<file path="config.mk">
export PLATFORM = sky130hd
export DESIGN_NAME = sha1_stream_hasher_top
export DESIGN_NICKNAME = d
export VERILOG_FILES = /design/src/hdl/sha1sh_pkg.sv /design/src/hdl/sha1sh_core.sv /design/src/hdl/sha1_stream_hasher_top.sv
export SDC_FILE = /design/constraint.sdc
export NUM_CORES = 2
export LEC_CHECK = 0
export BUFFER_PORTS_ARGS = -buffer_cell sky130_fd_sc_hd__clkbuf_2
export CAP_MARGIN = 25
export CORE_MARGIN = 3
export CORE_UTILIZATION = 64
export CTS_CLUSTER_SIZE = 40
export DETAILED_ROUTE_END_ITERATION = 10
export GPL_TIMING_DRIVEN = 1
export PLACE_DENSITY_LB_ADDON = 0.05
export REMOVE_ABC_BUFFERS = 1
export SYNTH_ARGS = -nofsm -noshare
export SYNTH_HDL_FRONTEND = slang
export SYNTH_HIERARCHICAL = 1
export SYNTH_SLANG_ARGS = --single-unit
</file>
<file path="constraint.sdc">
create_clock -name clock -period 6.4 [get_ports clock]
set_input_delay 0.64 -clock clock [delete_from_list [all_inputs] [get_ports clock]]
set_output_delay 0.64 -clock clock [all_outputs]
set_load 0.05 [all_outputs]
</file>
<file path="src/hdl/sha1sh_pkg.sv">
// Types, constants and helpers shared by the SHA-1 stream hasher modules.
`default_nettype none

package sha1sh_pkg;

   localparam int unsigned BlockWords = 16;
   localparam int unsigned HashWords  = 5;

   typedef logic [31:0] word_type;
   typedef logic [3:0]  widx_type;
   typedef logic [6:0]  round_type;
   typedef logic [2:0]  onum_type;

   localparam round_type LAST_ROUND = 7'd79;
   localparam round_type GRP1_START = 7'd20;
   localparam round_type GRP2_START = 7'd40;
   localparam round_type GRP3_START = 7'd60;

   localparam onum_type  LAST_WORD  = 3'd4;
   localparam widx_type  LAST_WIDX  = 4'd15;
   localparam widx_type  LEN_HI_IDX = 4'd14;
   localparam logic [5:0] LAST_BYTE_POS = 6'd63;
   localparam logic [5:0] LEN_START_POS = 6'd56;
   localparam logic [7:0] PAD_BYTE = 8'h80;

   localparam word_type K0 = 32'h5A827999;
   localparam word_type K1 = 32'h6ED9EBA1;
   localparam word_type K2 = 32'h8F1BBCDC;
   localparam word_type K3 = 32'hCA62C1D6;

   localparam word_type H0 = 32'h67452301;
   localparam word_type H1 = 32'hEFCDAB89;
   localparam word_type H2 = 32'h98BADCFE;
   localparam word_type H3 = 32'h10325476;
   localparam word_type H4 = 32'hC3D2E1F0;

   // Initial chaining value for word position i.
   function automatic word_type init_h(input onum_type i);
      word_type h;
      unique case (i)
         3'd0:    h = H0;
         3'd1:    h = H1;
         3'd2:    h = H2;
         3'd3:    h = H3;
         default: h = H4;
      endcase
      return h;
   endfunction

   typedef enum logic [2:0] {
      ST_IDLE,
      ST_BLK,
      ST_PADW,
      ST_PCMP,
      ST_LENW,
      ST_OUT
   } state_type;

   typedef enum logic [1:0] {
      CS_IDLE,
      CS_LOAD,
      CS_ROUND,
      CS_ADD
   } core_state_type;

   typedef struct packed {
      logic     start;
      logic     chain_init;
      logic     win_we;
      widx_type win_idx;
      word_type win_data;
   } core_ctl_type;

   typedef struct packed {
      logic busy;
      logic done;
   } core_sts_type;

endpackage

`default_nettype wire

</file>
<file path="src/hdl/sha1sh_core.sv">
// SHA-1 compression unit: schedule shift line, one round per cycle, chaining add.
`default_nettype none

module sha1sh_core (
   input  wire logic                   clock,
   input  wire logic                   reset,
   input  wire sha1sh_pkg::core_ctl_type ctl,
   output sha1sh_pkg::core_sts_type    sts,
   output sha1sh_pkg::word_type [sha1sh_pkg::HashWords-1:0] chain_out
);

   sha1sh_pkg::core_state_type cst_ff, cst_in;
   sha1sh_pkg::round_type      rnd_ff, rnd_in;
   sha1sh_pkg::word_type       win_ff [sha1sh_pkg::BlockWords];
   sha1sh_pkg::word_type       a_ff, b_ff, c_ff, d_ff, e_ff;
   sha1sh_pkg::word_type       chain_ff [sha1sh_pkg::HashWords];

   sha1sh_pkg::word_type sched_x, sched_w, f_val, k_val, temp;

   // Next state
   always_comb begin
      cst_in = cst_ff;
      unique case (cst_ff)
         sha1sh_pkg::CS_IDLE:  if (ctl.start) cst_in = sha1sh_pkg::CS_LOAD;
         sha1sh_pkg::CS_LOAD:  cst_in = sha1sh_pkg::CS_ROUND;
         sha1sh_pkg::CS_ROUND: if (rnd_ff == sha1sh_pkg::LAST_ROUND) cst_in = sha1sh_pkg::CS_ADD;
         sha1sh_pkg::CS_ADD:   cst_in = sha1sh_pkg::CS_IDLE;
         default:              cst_in = sha1sh_pkg::CS_IDLE;
      endcase
   end

   // Outputs
   always_comb begin
      sts.busy = (cst_ff != sha1sh_pkg::CS_IDLE);
      sts.done = (cst_ff == sha1sh_pkg::CS_ADD);
      rnd_in   = (cst_ff == sha1sh_pkg::CS_ROUND) ? rnd_ff + 7'd1 : '0;
   end

   always_ff @(posedge clock) begin
      if (reset) begin
         cst_ff <= sha1sh_pkg::CS_IDLE;
         rnd_ff <= '0;
      end else begin
         cst_ff <= cst_in;
         rnd_ff <= rnd_in;
      end
   end

   // Window holds W[t..t+15] at round t; push W[t+16] each round.
   assign sched_x = win_ff[13] ^ win_ff[8] ^ win_ff[2] ^ win_ff[0];
   assign sched_w = {sched_x[30:0], sched_x[31]};

   always_ff @(posedge clock) begin
      if (ctl.win_we) begin
         win_ff[ctl.win_idx] <= ctl.win_data;
      end else if (cst_ff == sha1sh_pkg::CS_ROUND) begin
         for (int i = 0; i < sha1sh_pkg::BlockWords - 1; i++) begin
            win_ff[i] <= win_ff[i+1];
         end
         win_ff[sha1sh_pkg::BlockWords-1] <= sched_w;
      end
   end

   always_comb begin
      priority if (rnd_ff < sha1sh_pkg::GRP1_START) begin
         f_val = (b_ff & c_ff) | (~b_ff & d_ff);
         k_val = sha1sh_pkg::K0;
      end else if (rnd_ff < sha1sh_pkg::GRP2_START) begin
         f_val = b_ff ^ c_ff ^ d_ff;
         k_val = sha1sh_pkg::K1;
      end else if (rnd_ff < sha1sh_pkg::GRP3_START) begin
         f_val = (b_ff & c_ff) | (b_ff & d_ff) | (c_ff & d_ff);
         k_val = sha1sh_pkg::K2;
      end else begin
         f_val = b_ff ^ c_ff ^ d_ff;
         k_val = sha1sh_pkg::K3;
      end
   end

   assign temp = {a_ff[26:0], a_ff[31:27]} + f_val + e_ff + win_ff[0] + k_val;

   always_ff @(posedge clock) begin
      if (cst_ff == sha1sh_pkg::CS_LOAD) begin
         a_ff <= chain_ff[0];
         b_ff <= chain_ff[1];
         c_ff <= chain_ff[2];
         d_ff <= chain_ff[3];
         e_ff <= chain_ff[4];
      end else if (cst_ff == sha1sh_pkg::CS_ROUND) begin
         a_ff <= temp;
         b_ff <= a_ff;
         c_ff <= {b_ff[1:0], b_ff[31:2]};
         d_ff <= c_ff;
         e_ff <= d_ff;
      end
   end

   always_ff @(posedge clock) begin
      if (reset || ctl.chain_init) begin
         for (int i = 0; i < sha1sh_pkg::HashWords; i++) begin
            chain_ff[i] <= sha1sh_pkg::init_h(3'(i));
         end
      end else if (cst_ff == sha1sh_pkg::CS_ADD) begin
         chain_ff[0] <= chain_ff[0] + a_ff;
         chain_ff[1] <= chain_ff[1] + b_ff;
         chain_ff[2] <= chain_ff[2] + c_ff;
         chain_ff[3] <= chain_ff[3] + d_ff;
         chain_ff[4] <= chain_ff[4] + e_ff;
      end
   end

   always_comb begin
      for (int i = 0; i < sha1sh_pkg::HashWords; i++) begin
         chain_out[i] = chain_ff[i];
      end
   end

   a_win_idle : assert property (@(posedge clock) disable iff (reset)
      ctl.win_we |-> (cst_ff == sha1sh_pkg::CS_IDLE))
      else $error("schedule window written during compression");

   a_round_end : assert property (@(posedge clock) disable iff (reset)
      (cst_ff == sha1sh_pkg::CS_ROUND && rnd_ff == sha1sh_pkg::LAST_ROUND)
      |=> (cst_ff == sha1sh_pkg::CS_ADD))
      else $error("chaining add did not follow the last round");

   a_start : assert property (@(posedge clock) disable iff (reset)
      (ctl.start && cst_ff == sha1sh_pkg::CS_IDLE) |=> (cst_ff == sha1sh_pkg::CS_LOAD))
      else $error("start not taken");

   a_start_idle : assert property (@(posedge clock) disable iff (reset)
      ctl.start |-> (cst_ff == sha1sh_pkg::CS_IDLE))
      else $error("start issued while busy");

endmodule

`default_nettype wire

</file>
<file path="src/hdl/sha1_stream_hasher_top.sv">
// SHA-1 stream hasher top level: byte packing, padding sequencer and digest output.
//
// Usage: feed a message one byte per req_ word (req_has_byte=1 with req_data_byte).
// A word with req_end_of_message=1 closes the message; its byte, if any, is taken
// first. A word with neither byte nor end mark changes nothing.
// Input: req_ready stays high while a block fills; the 64th byte starts a
// compression (load, 80 rounds, chaining add) in the single round unit, during
// which req_ready is low. End of message: padding is written one schedule word
// per cycle, then one compression; when the end mark leaves 56 to 63 bytes in
// the block, a second block of zeros and the length is written and compressed.
// The five digest words then appear on rsp_ in order, word 0 first, with
// rsp_final_word set on word 4; each stays until rsp_ready takes it, and a stall
// on rsp_ simply holds the block. After word 4 is taken the chaining value and
// length return to their initial values and req_ready rises again.
// Reset (synchronous, active high) clears the sequencer, length and chain.
`default_nettype none

module sha1_stream_hasher_top (
   input  wire logic        clock,
   input  wire logic        reset,
   input  wire logic        req_valid,
   output logic             req_ready,
   input  wire logic [7:0]  req_data_byte,
   input  wire logic        req_has_byte,
   input  wire logic        req_end_of_message,
   output logic             rsp_valid,
   input  wire logic        rsp_ready,
   output logic [31:0]      rsp_digest_word,
   output logic [2:0]       rsp_word_number,
   output logic             rsp_final_word
);

   sha1sh_pkg::state_type    state_ff, state_in;
   logic [5:0]               fill_ff, fill_in;
   sha1sh_pkg::word_type     acc_ff, acc_in;
   logic [63:0]              bc_ff, bc_in;
   sha1sh_pkg::widx_type     pidx_ff, pidx_in;
   sha1sh_pkg::onum_type     onum_ff, onum_in;
   logic                     last_ff, last_in;

   sha1sh_pkg::core_ctl_type ctl;
   sha1sh_pkg::core_sts_type sts;
   sha1sh_pkg::word_type [sha1sh_pkg::HashWords-1:0] chain;

   logic                 req_acc, rsp_acc, byte_acc, blk_full;
   logic [4:0]           byte_sh;
   sha1sh_pkg::word_type pad_word, len_word, fill_word;

   assign req_acc  = req_valid && req_ready;
   assign rsp_acc  = rsp_valid && rsp_ready;
   assign byte_acc = req_acc && req_has_byte;
   assign blk_full = (fill_ff == sha1sh_pkg::LAST_BYTE_POS);
   assign byte_sh  = {~fill_ff[1:0], 3'b000};

   // Next state
   always_comb begin
      state_in = state_ff;
      unique case (state_ff)
         sha1sh_pkg::ST_IDLE: begin
            if (byte_acc && blk_full) begin
               state_in = sha1sh_pkg::ST_BLK;
            end else if (req_acc && req_end_of_message) begin
               state_in = sha1sh_pkg::ST_PADW;
            end
         end
         sha1sh_pkg::ST_BLK: begin
            if (sts.done) state_in = last_ff ? sha1sh_pkg::ST_PADW : sha1sh_pkg::ST_IDLE;
         end
         sha1sh_pkg::ST_PADW: begin
            if (pidx_ff == sha1sh_pkg::LAST_WIDX) state_in = sha1sh_pkg::ST_PCMP;
         end
         sha1sh_pkg::ST_PCMP: begin
            if (sts.done) begin
               state_in = (fill_ff >= sha1sh_pkg::LEN_START_POS) ? sha1sh_pkg::ST_LENW
                                                                 : sha1sh_pkg::ST_OUT;
            end
         end
         sha1sh_pkg::ST_LENW: begin
            if (pidx_ff == sha1sh_pkg::LAST_WIDX) state_in = sha1sh_pkg::ST_PCMP;
         end
         sha1sh_pkg::ST_OUT: begin
            if (rsp_acc && onum_ff == sha1sh_pkg::LAST_WORD) state_in = sha1sh_pkg::ST_IDLE;
         end
         default: state_in = sha1sh_pkg::ST_IDLE;
      endcase
   end

   // Schedule words for padding
   always_comb begin
      len_word = pidx_ff[0] ? bc_ff[31:0] : bc_ff[63:32];
      if (fill_ff[1:0] == 2'd0) begin
         fill_word = {sha1sh_pkg::PAD_BYTE, 24'd0};
      end else begin
         fill_word = acc_ff | ({24'd0, sha1sh_pkg::PAD_BYTE} << byte_sh);
      end
      priority if (pidx_ff == fill_ff[5:2]) begin
         pad_word = fill_word;
      end else if (fill_ff < sha1sh_pkg::LEN_START_POS && pidx_ff >= sha1sh_pkg::LEN_HI_IDX) begin
         pad_word = len_word;
      end else begin
         pad_word = '0;
      end
   end

   always_comb begin
      if (fill_ff[1:0] == 2'd0) begin
         acc_in = {req_data_byte, 24'd0};
      end else begin
         acc_in = acc_ff | ({24'd0, req_data_byte} << byte_sh);
      end
   end

   // Outputs
   always_comb begin
      req_ready      = 1'b0;
      rsp_valid      = 1'b0;
      ctl.start      = 1'b0;
      ctl.chain_init = 1'b0;
      ctl.win_we     = 1'b0;
      ctl.win_idx    = pidx_ff;
      ctl.win_data   = pad_word;
      unique case (state_ff)
         sha1sh_pkg::ST_IDLE: begin
            req_ready    = 1'b1;
            ctl.win_we   = byte_acc && (fill_ff[1:0] == 2'd3);
            ctl.win_idx  = fill_ff[5:2];
            ctl.win_data = acc_in;
            ctl.start    = byte_acc && blk_full;
         end
         sha1sh_pkg::ST_PADW: begin
            ctl.win_we = 1'b1;
            ctl.start  = (pidx_ff == sha1sh_pkg::LAST_WIDX);
         end
         sha1sh_pkg::ST_LENW: begin
            ctl.win_we   = 1'b1;
            ctl.win_data = (pidx_ff >= sha1sh_pkg::LEN_HI_IDX) ? len_word : '0;
            ctl.start    = (pidx_ff == sha1sh_pkg::LAST_WIDX);
         end
         sha1sh_pkg::ST_OUT: begin
            rsp_valid      = 1'b1;
            ctl.chain_init = rsp_acc && (onum_ff == sha1sh_pkg::LAST_WORD);
         end
         default: begin
         end
      endcase
   end

   // Datapath next values
   always_comb begin
      fill_in = fill_ff;
      bc_in   = bc_ff;
      last_in = last_ff;
      onum_in = onum_ff;
      if (state_ff == sha1sh_pkg::ST_IDLE) begin
         if (byte_acc) begin
            fill_in = fill_ff + 6'd1;
            bc_in   = bc_ff + 64'd8;
         end
         if (req_acc) last_in = req_end_of_message;
      end
      if (state_ff == sha1sh_pkg::ST_LENW || state_ff == sha1sh_pkg::ST_OUT) begin
         fill_in = '0;
      end
      if (state_ff == sha1sh_pkg::ST_OUT) begin
         bc_in = '0;
         if (rsp_acc) onum_in = (onum_ff == sha1sh_pkg::LAST_WORD) ? '0 : onum_ff + 3'd1;
      end
      unique case (state_ff)
         sha1sh_pkg::ST_PADW, sha1sh_pkg::ST_LENW: pidx_in = pidx_ff + 4'd1;
         sha1sh_pkg::ST_PCMP:                      pidx_in = '0;
         default:                                  pidx_in = fill_in[5:2];
      endcase
   end

   always_ff @(posedge clock) begin
      if (reset) begin
         state_ff <= sha1sh_pkg::ST_IDLE;
         fill_ff  <= '0;
         bc_ff    <= '0;
         pidx_ff  <= '0;
         onum_ff  <= '0;
         last_ff  <= 1'b0;
      end else begin
         state_ff <= state_in;
         fill_ff  <= fill_in;
         bc_ff    <= bc_in;
         pidx_ff  <= pidx_in;
         onum_ff  <= onum_in;
         last_ff  <= last_in;
      end
   end

   // Hold the partial word of the block.
   always_ff @(posedge clock) begin
      if (byte_acc) acc_ff <= acc_in;
   end

   assign rsp_digest_word = chain[onum_ff];
   assign rsp_word_number = onum_ff;
   assign rsp_final_word  = (onum_ff == sha1sh_pkg::LAST_WORD);

   sha1sh_core u_core (
      .clock     (clock),
      .reset     (reset),
      .ctl       (ctl),
      .sts       (sts),
      .chain_out (chain)
   );

   a_idle_core : assert property (@(posedge clock) disable iff (reset)
      (state_ff == sha1sh_pkg::ST_IDLE) |-> !sts.busy)
      else $error("input taken while compression runs");

   a_msg_done : assert property (@(posedge clock) disable iff (reset)
      (rsp_valid && rsp_ready && rsp_final_word)
      |=> (req_ready && fill_ff == 6'd0 && bc_ff == 64'd0))
      else $error("message state not cleared after digest");

   a_onum_range : assert property (@(posedge clock) disable iff (reset)
      onum_ff <= sha1sh_pkg::LAST_WORD)
      else $error("digest word number out of range");

   a_out_stable : assert property (@(posedge clock) disable iff (reset)
      (rsp_valid && !rsp_ready) |=> (rsp_valid && $stable(onum_ff)))
      else $error("digest word moved while stalled");

endmodule

`default_nettype wire

</file>
==> results.py <==
metrics = {
    "grt": {
        "track_usage_pct": 32.2,
        "antenna_found_initial": 0,
        "grt_start_max_net_pins": 147,
        "grt_pass1_wl_um": 215000,
        "gr-total-overflow": 0,
        "grt_pass1_vias": 35696,
    },
    "cells_and_area": {
        "final_cells": 5755,
        "drive_above_1_share_pct": 10.3,
        "area.growth.synth_to_final_pct": 8.54,
        "nets": 4945,
    },
    "route": {
        "vias": 36831,
        "drt-vias-per-instance": 6.40,
        "met3WireLength_um": 10200,
        "drt_iter0_drc": 3556,
        "wl_met2_um": 66000,
        "wl_met1_um": 59900,
        "drt_wl_total_um": 141000,
        "drc": 0,
        "first_pass_iters": 5,
        "routed.top_layer": "met4",
        "final_antenna_net_count": 0,
        "wl_per_cell_um": 24.5,
    },
    "power_and_ir_drop": {
        "finalPower_mw": 27.1,
        "powerDensity_nw_per_um2": 462,
        "ir_drop_uv": 372,
        "p_leak_nw": 24.9,
    },
    "min_path": {
        "hold_class": "in2reg",
        "hold_depth": 3,
        "min_from": "req_end_of_message",
    },
    "critical_path": {
        "cp-end-kind": "flop",
        "cp.arrival_ns": 6.41,
        "path_cells": "and3_1, or3_1, clkinv_1, a221oi_2, fa_1, fa_1, fa_1, inv_1, ha_1, inv_1, fa_1, nor2b_1, o31a_1, o21ai_1, o31ai_2, buf_4, a41oi_2, a311oi_2, a211o_1, a21oi_1, xnor2_1, o21ai_1",
        "crit_path_start": "u_core/rnd_ff[4]",
        "worstSetupPathType": "reg2reg",
        "critPathSlowestCell": "fa_1",
        "reg2reg_depth": 22,
        "path_max_fanout": 11,
        "crit_path_frequent_cell": "fa_1",
        "cp.required_ns": 6.78,
        "crit-reg2reg-launch": "u_core/rnd_ff[4]",
        "crit_path_max_incr_delay_ns": 0.54,
        "cp-start-kind": "flop",
    },
    "synth": {
        "syn_area_per_cell_sq_um": 11.6,
        "syn-cell-area_sq_um": 54000,
        "netlist_instances": 4647,
        "yosys_warnings": 6,
    },
    "timing": {
        "tightest_slew_ns": 1.13,
        "fin_worst_skew_ns": 0.0631,
        "holdWs_ns": 0.235,
        "slew_viol_final": 0,
        "rsz0062_at_grt": "yes",
        "fin_ws_ns": 0.374,
        "post-route-period-util_pct": 94.2,
        "post-route-min-period_ns": 6.03,
        "final_hold_viol_count": 0,
        "slew-limit-headroom_pct": 24.2,
        "fin_tns_setup_ns": 0,
        "setup_violations": 0,
        "fmax_mhz": 166,
    },
    "placement": {
        "gp_congestion": 0.941,
        "post-dp-hpwl_um": 96200,
        "place_ws_ns": 0.204,
        "buffer_ports.inserted": 51,
        "placed_cells": 5564,
    },
    "clock_network": {
        "cts_tree": "done",
        "clock_latency_ns": 0.71,
        "clkTransAtPathRegs_ns": 0.06,
        "post_cts_buffers": 0,
        "cts.hold.buffers_added": 0,
        "htree_levels": 3,
        "post_cts_resized": 0,
        "cts_root_buf": "clkbuf_16",
        "cts_made_buffers": 100,
        "ctsLongestPathBuffers": 3,
        "clock-sinks": 951,
    },
    "job": {
        "maxCapViolCount": 0,
    },
    "die": {
        "fp-row-count": 105,
        "core_area_sq_um": 82800,
        "io_pins": 52,
        "die_h_um": 296,
        "start_util_pct": 65.2,
        "dieArea_sq_um": 87800,
        "fp.dieW_um": 296,
    },
    "outcome": {
        "outcome": "finished clean",
    },
}
## cells in the final DEF, fill, tap and decap left out, types with 34 or more instances in the layout
cell type / count
nor3_1: 41
mux2i_1: 63
a21o_1: 625
buf_4: 47
xnor2_1: 168
o21a_1: 34
ha_1: 204
a21oi_1: 209
o21ai_0: 208
inv_1: 292
nand2b_1: 38
nand2_1: 324
nor2_1: 238
fa_1: 125
xor2_1: 120
nand3_1: 67
dfxtp_1: 84
clkbuf_2: 51
edfxtp_1: 864
mux2_2: 103
and2_1: 47
clkbuf_16: 101
nand4_1: 39
## per-layer routing
| layer | global-route usage [%] | vias up |
|---|---|---|
| met5 | 0 | - |
| met4 | 11.0 | 0 |
| met3 | 4.52 | 205 |
| met2 | 51.5 | 1356 |
| met1 | 45.7 | 18361 |
| li1 | - | 16909 |
## worst max-delay path, delay by kind of cell (launching register included)
family | cells | cell delay (ns)
compound gates | 9 | 1.81
xor+xnor | 1 | 0.15
fa+ha+maj | 5 | 2.07
buf+inv | 4 | 0.69
flops | 1 | 0.43
simple gates | 3 | 0.55
## sequential cells by signal, indices dropped and copies added (netlist names)
signal / count
acc_ff: 32
last_ff: 1
bc_ff: 61
state_ff: 3
u_core/b_ff: 32
u_core/rnd_ff: 7
u_core/cst_ff: 2
u_core/c_ff: 32
fill_ff: 6
pidx_ff: 4
u_core/a_ff: 32
rsp_word_number: 3
u_core/e_ff: 32
u_core/chain_ff: 160
u_core/d_ff: 32
u_core/win_ff: 512
## per-stage QoR
step                util [%]  instance area [sq um]
floorplan                  -                  53000
global placement        66.7                  55200
detailed placement      66.8                  55300
CTS                     70.6                  58500
global route            70.8                  58600
finish                  70.8                  58600
## area by class of cell
type / instances / area (sq um)
clock buffers: 124 / 2650
well taps: 1070 / 1340
repair buffers: 107 / 788
diodes: 2 / 5.00
flip-flops and latches: 951 / 27700
inverters: 295 / 1110
fillers: 5997 / 24200
clock inverters: 61 / 551
multi-input cells: 3145 / 24400
## power breakdown
group	total (mW)	leakage (nW)	switching, mW	internal (mW)
logic	12.7	14.8	7.28	5.39
clock network	5.69	1.55	2.55	3.14
registers	8.69	8.54	0.533	8.16
total	27.1	24.9	10.4	16.7
## final timing paths
path                            slack, ns          endpoint
worst max-delay path                 0.37   u_core/a_ff[31]
worst min-delay path                 0.23           last_ff
worst min register to register       0.45  u_core/rnd_ff[0]
worst max register to register       0.37   u_core/a_ff[31]
Note: power is estimated with default switching activity, not from simulation.
